<file path="src/hdl/psfs_pkg.sv">
package psfs_pkg;

  localparam int NUM_CH = 6;
  localparam int CH_W   = 3;

  typedef enum logic [2:0] {
    MODE_TICK = 3'd0,
    MODE_RUN1 = 3'd1,
    MODE_RUN5 = 3'd2,
    MODE_RUN6 = 3'd3,
    MODE_STOP = 3'd4
  } mode_t;

  typedef enum logic [1:0] {
    ST_NONE    = 2'd0,
    ST_DONE    = 2'd1,
    ST_TIMEOUT = 2'd2,
    ST_BUSY    = 2'd3
  } status_t;

  typedef enum logic [1:0] {
    CFG_INTERVAL   = 2'd0,
    CFG_HOLD_LONG  = 2'd1,
    CFG_HOLD_SHORT = 2'd2,
    CFG_TIMEOUT    = 2'd3
  } cfg_idx_t;

  localparam logic [7:0]  INTERVAL_RST   = 8'd30;
  localparam logic [7:0]  HOLD_LONG_RST  = 8'd30;
  localparam logic [7:0]  HOLD_SHORT_RST = 8'd20;
  localparam logic [15:0] TIMEOUT_RST    = 16'd10000;

  // channels one and four take the long hold
  localparam logic [CH_W-1:0] LONG_CH_A = 3'd1;
  localparam logic [CH_W-1:0] LONG_CH_B = 3'd4;

  typedef struct packed {
    logic [7:0]  interval_ticks;
    logic [7:0]  hold_long;
    logic [7:0]  hold_short;
    logic [15:0] timeout_ticks;
  } cfg_t;

  typedef struct packed {
    logic [NUM_CH-1:0] pins;
    logic              busy;
    status_t           status;
  } res_t;

  // firing orders: [forward][run kind][slot]
  localparam logic [CH_W-1:0] ORDER_TAB [2][3][6] = '{
    '{ '{3'd5, 3'd0, 3'd0, 3'd0, 3'd0, 3'd0},
       '{3'd2, 3'd1, 3'd4, 3'd3, 3'd5, 3'd0},
       '{3'd2, 3'd1, 3'd4, 3'd3, 3'd6, 3'd5} },
    '{ '{3'd1, 3'd0, 3'd0, 3'd0, 3'd0, 3'd0},
       '{3'd6, 3'd5, 3'd4, 3'd3, 3'd2, 3'd0},
       '{3'd6, 3'd5, 3'd4, 3'd3, 3'd1, 3'd2} }
  };

  localparam logic [CH_W-1:0] COUNT_TAB [3] = '{3'd1, 3'd5, 3'd6};

  function automatic logic [CH_W-1:0] order_entry(logic fwd, logic [1:0] kind,
                                                  logic [CH_W-1:0] slot);
    return ORDER_TAB[fwd][kind][slot];
  endfunction

  function automatic logic [CH_W-1:0] shot_count(logic [1:0] kind);
    return COUNT_TAB[kind];
  endfunction

endpackage

</file>
<file path="src/hdl/psfs_cfg.sv">
module psfs_cfg (
  input  logic                  clk,
  input  logic                  rst_n,
  input  logic                  cfg_we,
  input  logic [1:0]            cfg_index,
  input  logic [15:0]           cfg_wdata,
  output psfs_pkg::cfg_t        cfg
);
  import psfs_pkg::*;

  cfg_t cfg_r;
  cfg_t cfg_nxt;

  always_comb begin
    cfg_nxt = cfg_r;
    if (cfg_we) begin
      case (cfg_idx_t'(cfg_index))
        CFG_INTERVAL:   cfg_nxt.interval_ticks = cfg_wdata[7:0];
        CFG_HOLD_LONG:  cfg_nxt.hold_long      = cfg_wdata[7:0];
        CFG_HOLD_SHORT: cfg_nxt.hold_short     = cfg_wdata[7:0];
        CFG_TIMEOUT:    cfg_nxt.timeout_ticks  = cfg_wdata;
        default:        cfg_nxt = cfg_r;
      endcase
    end
  end

  always_ff @(posedge clk) begin
    if (!rst_n) begin
      cfg_r.interval_ticks <= INTERVAL_RST;
      cfg_r.hold_long      <= HOLD_LONG_RST;
      cfg_r.hold_short     <= HOLD_SHORT_RST;
      cfg_r.timeout_ticks  <= TIMEOUT_RST;
    end else begin
      cfg_r <= cfg_nxt;
    end
  end

  assign cfg = cfg_r;

endmodule

</file>
<file path="src/hdl/psfs_core.sv">
module psfs_core (
  input  logic             clk,
  input  logic             rst_n,
  input  logic             step_en,
  input  logic [2:0]       mode,
  input  logic             forward,
  input  psfs_pkg::cfg_t   cfg,
  output psfs_pkg::res_t   res_nxt
);
  import psfs_pkg::*;

  logic [7:0]        hold_r     [NUM_CH];
  logic [7:0]        hold_nxt   [NUM_CH];
  logic [CH_W-1:0]   order_r    [NUM_CH];
  logic [CH_W-1:0]   order_nxt  [NUM_CH];
  logic [NUM_CH-1:0] pins_r, pins_nxt;
  logic [CH_W-1:0]   shots_r, shots_nxt;
  logic [7:0]        ivl_r, ivl_nxt;
  logic [15:0]       elapsed_r, elapsed_nxt;
  logic              active_r, active_nxt;
  status_t           status;
  logic [8:0]        ivl_inc;
  logic [CH_W-1:0]   ch;
  logic [1:0]        kind;
  logic [CH_W-1:0]   cnt;
  logic              busy;

  always_comb begin
    hold_nxt    = hold_r;
    order_nxt   = order_r;
    pins_nxt    = pins_r;
    shots_nxt   = shots_r;
    ivl_nxt     = ivl_r;
    elapsed_nxt = elapsed_r;
    active_nxt  = active_r;
    status      = ST_NONE;
    ivl_inc     = {1'b0, ivl_r} + 9'd1;
    ch          = '0;
    kind        = mode[1:0] - 2'd1;
    cnt         = shot_count(kind);

    case (mode_t'(mode))
      MODE_TICK: begin
        if (ivl_inc >= {1'b0, cfg.interval_ticks}) begin
          ivl_nxt = '0;
          if (shots_r == '0 || shots_r > CH_W'(NUM_CH)) begin
            shots_nxt = '0;
          end else begin
            ch = order_r[shots_r - 3'd1];
            if (ch > CH_W'(NUM_CH)) begin
              shots_nxt = '0;
            end else begin
              if (ch != '0) begin
                pins_nxt[ch - 3'd1] = 1'b1;
                hold_nxt[ch - 3'd1] = (ch == LONG_CH_A || ch == LONG_CH_B) ?
                                      cfg.hold_long : cfg.hold_short;
              end
              shots_nxt = shots_r - 3'd1;
            end
          end
        end else begin
          ivl_nxt = ivl_inc[7:0];
        end
        // hold countdown, pin drops at zero
        for (int i = 0; i < NUM_CH; i++) begin
          if (hold_nxt[i] != '0) hold_nxt[i] = hold_nxt[i] - 8'd1;
          if (hold_nxt[i] == '0) pins_nxt[i] = 1'b0;
        end
        if (active_r) begin
          if (elapsed_r != '1) elapsed_nxt = elapsed_r + 16'd1;
          active_nxt = 1'b0;
          if (shots_nxt == '0) begin
            status = ST_DONE;
          end else if (elapsed_nxt >= cfg.timeout_ticks) begin
            status    = ST_TIMEOUT;
            pins_nxt  = '0;
            shots_nxt = '0;
            for (int i = 0; i < NUM_CH; i++) hold_nxt[i] = '0;
          end else begin
            active_nxt = 1'b1;
          end
        end
      end
      MODE_RUN1, MODE_RUN5, MODE_RUN6: begin
        if (shots_r != '0) begin
          status = ST_BUSY;
        end else begin
          for (int i = 0; i < NUM_CH; i++) begin
            if (CH_W'(i) < cnt) order_nxt[i] = order_entry(forward, kind, CH_W'(i));
          end
          shots_nxt   = cnt;
          ivl_nxt     = cfg.interval_ticks;
          elapsed_nxt = '0;
          active_nxt  = 1'b1;
        end
      end
      MODE_STOP: begin
        pins_nxt  = '0;
        shots_nxt = '0;
        for (int i = 0; i < NUM_CH; i++) hold_nxt[i] = '0;
      end
      default: begin
        status = ST_NONE;
      end
    endcase

    busy = (shots_nxt != '0);
    for (int i = 0; i < NUM_CH; i++) begin
      if (hold_nxt[i] != '0) busy = 1'b1;
    end
  end

  assign res_nxt.pins   = pins_nxt;
  assign res_nxt.busy   = busy;
  assign res_nxt.status = status;

  always_ff @(posedge clk) begin
    if (!rst_n) begin
      for (int i = 0; i < NUM_CH; i++) begin
        hold_r[i]  <= '0;
        order_r[i] <= '0;
      end
      pins_r    <= '0;
      shots_r   <= '0;
      ivl_r     <= INTERVAL_RST;
      elapsed_r <= '0;
      active_r  <= 1'b0;
    end else if (step_en) begin
      hold_r    <= hold_nxt;
      order_r   <= order_nxt;
      pins_r    <= pins_nxt;
      shots_r   <= shots_nxt;
      ivl_r     <= ivl_nxt;
      elapsed_r <= elapsed_nxt;
      active_r  <= active_nxt;
    end
  end

endmodule

</file>
<file path="src/hdl/six_channel_pulse_fire_sequencer.sv">
// channel  ports                                   direction
// -------  --------------------------------------  ---------
// in       in_valid in_ready in_mode in_forward    command word in
// out      out_valid out_ready out_pins
//          out_busy_res out_status                 result word out
// cfg      cfg_we cfg_index cfg_wdata              register write
//
// one word per cycle sustained while the output is not stalled; each command word
// passes through the input register and then the output register, its result
// set by the single pass through the sequencer update logic
// rst_n is synchronous: clears counters, pins, run state, loads register defaults
// a stalled output holds its word; the input register keeps taking words as
// long as its word can move forward, so the two sides only meet through it
module six_channel_pulse_fire_sequencer (
  input  logic        clk,
  input  logic        rst_n,
  input  logic        in_valid,
  output logic        in_ready,
  input  logic [2:0]  in_mode,
  input  logic        in_forward,
  output logic        out_valid,
  input  logic        out_ready,
  output logic [5:0]  out_pins,
  output logic        out_busy_res,
  output logic [1:0]  out_status,
  input  logic        cfg_we,
  input  logic [1:0]  cfg_index,
  input  logic [15:0] cfg_wdata
);
  import psfs_pkg::*;

  // input register
  logic       s1_valid_r, s1_valid_nxt;
  logic [2:0] s1_mode_r;
  logic       s1_fwd_r;

  // output register
  logic       out_valid_r, out_valid_nxt;
  res_t       out_res_r;

  cfg_t cfg;
  res_t res_nxt;
  logic adv;

  // word moves from input register into state and output register
  assign adv      = s1_valid_r && (!out_valid_r || out_ready);
  assign in_ready = !s1_valid_r || adv;

  assign s1_valid_nxt  = (in_valid && in_ready) || (s1_valid_r && !adv);
  assign out_valid_nxt = adv || (out_valid_r && !out_ready);

  always_ff @(posedge clk) begin
    if (!rst_n) begin
      s1_valid_r  <= 1'b0;
      out_valid_r <= 1'b0;
    end else begin
      s1_valid_r  <= s1_valid_nxt;
      out_valid_r <= out_valid_nxt;
    end
  end

  // payload registers, no reset
  always_ff @(posedge clk) begin
    if (in_valid && in_ready) begin
      s1_mode_r <= in_mode;
      s1_fwd_r  <= in_forward;
    end
    if (adv) begin
      out_res_r <= res_nxt;
    end
  end

  psfs_cfg u_cfg (
    .clk       (clk),
    .rst_n     (rst_n),
    .cfg_we    (cfg_we),
    .cfg_index (cfg_index),
    .cfg_wdata (cfg_wdata),
    .cfg       (cfg)
  );

  // sequencer state, updated once per word
  psfs_core u_core (
    .clk     (clk),
    .rst_n   (rst_n),
    .step_en (adv),
    .mode    (s1_mode_r),
    .forward (s1_fwd_r),
    .cfg     (cfg),
    .res_nxt (res_nxt)
  );

  assign out_valid    = out_valid_r;
  assign out_pins     = out_res_r.pins;
  assign out_busy_res = out_res_r.busy;
  assign out_status   = out_res_r.status;

endmodule

</file>
<file path="config.mk">
export PLATFORM = sky130hd
export DESIGN_NAME = six_channel_pulse_fire_sequencer
export DESIGN_NICKNAME = d
export VERILOG_FILES = /design/src/hdl/psfs_pkg.sv /design/src/hdl/psfs_cfg.sv /design/src/hdl/psfs_core.sv /design/src/hdl/six_channel_pulse_fire_sequencer.sv
export SDC_FILE = /design/constraint.sdc
export NUM_CORES = 1
export LEC_CHECK = 0
export BUFFER_PORTS_ARGS = -buffer_cell sky130_fd_sc_hd__buf_2
export CAP_MARGIN = 20
export CELL_PAD_IN_SITES_DETAIL_PLACEMENT = 0
export CELL_PAD_IN_SITES_GLOBAL_PLACEMENT = 1
export CORE_ASPECT_RATIO = 0.9
export CORE_MARGIN = 2
export CORE_UTILIZATION = 49
export CTS_BUF_LIST = sky130_fd_sc_hd__clkbuf_8
export CTS_CLUSTER_SIZE = 30
export DETAILED_ROUTE_END_ITERATION = 6
export GPL_TIMING_DRIVEN = 0
export HOLD_SLACK_MARGIN = 0.02
export PLACE_DENSITY = 0.87
export SETUP_SLACK_MARGIN = 0.5
export SYNTH_ARGS = -nofsm -noshare
export SYNTH_HDL_FRONTEND = slang
export SYNTH_SLANG_ARGS = --single-unit
</file>
<file path="constraint.sdc">
create_clock -name clk -period 7.9 [get_ports clk]
set_input_delay 0.395 -clock clk [delete_from_list [all_inputs] [get_ports clk]]
set_output_delay 0.395 -clock clk [all_outputs]
set_load 0.05 [all_outputs]
</file>
==> impl_metrics.toml <==
[layout]
area.sequential_um2 = 3094
most_frequent_standard_cell_in_the_layout_excluding_fill_and_tap_cells = "sky130_fd_sc_hd__nor2_1"
final_core_utilization_pct = 54.29
areaGrowthSynthToFinish_pct = 9.686
total_area_of_multi_input_combinational_cells_um2 = 7089
final_cell_mix = "sky130_fd_sc_hd__nor2_1 (189), sky130_fd_sc_hd__nand2_1 (154), sky130_fd_sc_hd__dfxtp_1 (134)"
layout.filler_cells = 2135
design.final.nets = 1527
final_cell_area_um2 = 11670
post_route_cells_drive_above_1_share_pct = 10.61
finalNonFillerCells = 1752
antenna_cells_inserted = 0

[placed_design]
dp.cells = 1719
dp_hpwl_um = 28760
place_area_um2 = 11240
io_buffer_count = 36
gp_routability_congestion = 1.004

[routing]
dr_total_vias = 11030
drt_iter0_markers = 1254
drt-wirelength-per-cell_um = 21.98
tritonroute_pass_1_iters = 7
drt.antenna.violating_nets = 0
drt-vias-per-instance = 6.294
drc = 3
wl_um = 38510

[sta]
fmax_ghz = 0.1403
final_min_period_over_clock_period_pct = 90.19
worst_slew_pin_slew_ps = 1131
setup_total_negative_slack_ps = 0
finalHoldWorstSlack_ps = 92.46
maxSlewHeadroom_pct = 23.93
setup_viol_count_final = 0
worst_clock_skew_ps = 19.81
final_max_slew_viol_count = 0
finalWorstPathRequiredPeriod_ps = 7125
unrepaired_setup_endpoints_after_global_routing = "no"
timing.final.hold_violations = 0

[grt]
global_route.overflow_total = 0
grt_antenna_before_repair = 0
first_global_vias = 9965
grt_start_max_net_pins = 17
wire_length_of_the_first_global_routing_pass_um = 58750
grt_use_total_pct = 33.59

[critical_path]
timing.critical_path.arrival_ps = 7310
worstSetupPathType = "reg -> reg"
worst_ep_required_time_ps = 8080
worst_setup_path_start_kind = "flop"
setup.worst_path.end_class = "flop"
critical_path_peak_fanout = 10

[synth]
synth_top_cell_by_area = "sky130_fd_sc_hd__dfxtp_1"
synth-warning-count = 0
post_synth_num_cell_types = 91
post_synth_main_area_contributors = "sky130_fd_sc_hd__dfxtp_1 (25%), sky130_fd_sc_hd__nor2_1 (6.7%), sky130_fd_sc_hd__ha_1 (6.0%)"
synth.ff_latch_count = 148
yosysSeqAreaShare_pct = 29.06
total_nets_after_synthesis = 1466
synth_area_um2 = 10640
synth_ff_type = "sky130_fd_sc_hd__dfxtp_1"
async_reset_ff_share_pct = 0
synth_enable_flop_cells = 13
synth_cells = 1388
synth_top_area_share_pct = 25.39
syn_avg_cell_area_um2 = 7.669

[status]
run_status = "finished with violations"
violated_checks = "DRC"

[floorplanning]
placement_rows = 51
floorplan.die.width_um = 159.4
floorplan.die_area_um2 = 22920
io_pins = 38
start_util_pct = 49.50
die-height_um = 143.8
core_area_um2 = 21500

[clock_tree]
clk_latency_ps = 470
clock_sinks = 148
clk_path_buf_depth = 2
cts_hold_buf = 0
h-tree-depth = 4
clk_root_buffer_cell = "sky130_fd_sc_hd__clkbuf_8"
clkSlewWorstSetupHoldPaths_ps = 100
cts_tree = "built"
cts_buffers = 17

[pwr]
power_leakage_nw = 4.502
power.density_nw_per_um2 = 162.9
max_vdd_drop_uv = 105.4

[hold_path]
timing.hold.worst.class = "in -> reg"

[flow_run]
max_cap_viol_count = 0
[cell families (layout without fill, tap and decap cells)]
kind of cell / after synthesis / count (layout) / share of synthesized area [%]
muxes: 63 / 63 / 6.136
DFF: 148 / 148 / 29.06
AOI/OAI and AO/OA: 360 / 360 / 22.76
and+or+nand+nor: 580 / 580 / 26.24
buffers and inverters: 127 / 200 / 4.890
xor gates and xnor gates: 59 / 59 / 4.925
adders and majority gates: 51 / 51 / 5.995
[area by class of cell]
class	count	area share, %
tap	291	3.119
inverter	52	1.672
buffer	75	2.915
clock inverter	12	0.7716
timing repair buffer	42	2.058
clock buffer	19	2.240
sequential	148	26.50
multi-input combinational	1113	60.72
[stage by stage]
step | power [mW] | setup WS, ps
final | 1.901 | 774.8
after global routing | 1.978 | 497.8
after CTS | 1.884 | 558.8
after detailed placement | 1.314 | -44.88
after global placement | 1.307 | -34.37
after floorplan | 1.152 | 1501
[critical path, stage by stage, from the launching register on]
cell                        delay, ps
sky130_fd_sc_hd__dfxtp_2          370
sky130_fd_sc_hd__buf_4            180
sky130_fd_sc_hd__inv_1            120
sky130_fd_sc_hd__ha_1             380
sky130_fd_sc_hd__clkbuf_4         220
sky130_fd_sc_hd__mux2i_1          140
sky130_fd_sc_hd__o211a_1          250
sky130_fd_sc_hd__or2_2            280
sky130_fd_sc_hd__clkbuf_2         180
sky130_fd_sc_hd__ha_1             390
sky130_fd_sc_hd__o21ai_0          330
sky130_fd_sc_hd__nor4_2           870
sky130_fd_sc_hd__a21oi_1          150
sky130_fd_sc_hd__a21oi_1          240
sky130_fd_sc_hd__ha_1             190
sky130_fd_sc_hd__clkbuf_2         210
sky130_fd_sc_hd__nand2_1          120
sky130_fd_sc_hd__or3_4            390
sky130_fd_sc_hd__a2111oi_4        380
sky130_fd_sc_hd__o21bai_4         220
sky130_fd_sc_hd__nor3b_1          170
sky130_fd_sc_hd__or4_1            630
sky130_fd_sc_hd__nor4_1           280
sky130_fd_sc_hd__nand3_1          140
[registers in the layout, summed over array words and instances (netlist names)]
name,flops
u_core.elapsed_r,16
out_pins,6
u_core.pins_r,6
u_core.shots_r,3
out_busy_res,1
u_core.ivl_r,8
s1_valid_r,1
u_cfg.cfg,40
s1_mode_r,3
u_core.active_r,1
out_status,2
u_core.order_r,11
out_valid,1
u_core.hold_r,48
s1_fwd_r,1
[final timing paths]
path                                   from                         end  slack, ps  depth (start not counted)
max reg2reg  u_core.shots_r[0]$_SDFFE_PN0P_  out_busy_res$_SDFFCE_PP1P_        770                         23
min reg2reg      u_cfg.cfg[14]$_SDFFE_PN0P_  u_cfg.cfg[14]$_SDFFE_PN0P_        460                          2
max          u_core.shots_r[0]$_SDFFE_PN0P_  out_busy_res$_SDFFCE_PP1P_        770                         23
min                              in_forward          s1_fwd_r$_DFFE_PP_         90                          1
[power breakdown]
group | internal, mW | switching [mW]
registers | 0.778 | 0.0227
clock network | 0.238 | 0.336
logic | 0.174 | 0.352
total | 1.19 | 0.711
[cells in the mapped netlist (all sizes together), types with 16 or more instances]
cell    number
xnor2       36
and3        19
nor4        16
nand2      156
a211oi      29
a21oi      118
mux2i       45
nor2       190
clkbuf      55
o211ai      19
dfxtp      135
buf         20
mux2        18
nand4       17
inv         51
a22oi       31
nand2b      20
xor2        23
o21ai       53
nor3        52
nand3       41
ha          51
[what timing repair did]
action,in CTS,in global routing
setup endpoints to repair,3,6
buffers inserted,0,1
pin swaps,0,1
resized for setup,5,19
[metal layers]
layer  vias to the layer above  global-route usage (%)  part of all wire [%]  wire length, µm
li1                       5156                       -                     -                -
met1                      5196                   47.77                    45            17260
met2                       601                   50.71                    42            16180
met3                        74                   7.273                    10             3975
met4                         0                   10.57                   2.8             1090
met5                         -                       0                     0                0
Power figures use the tool's default switching activity.
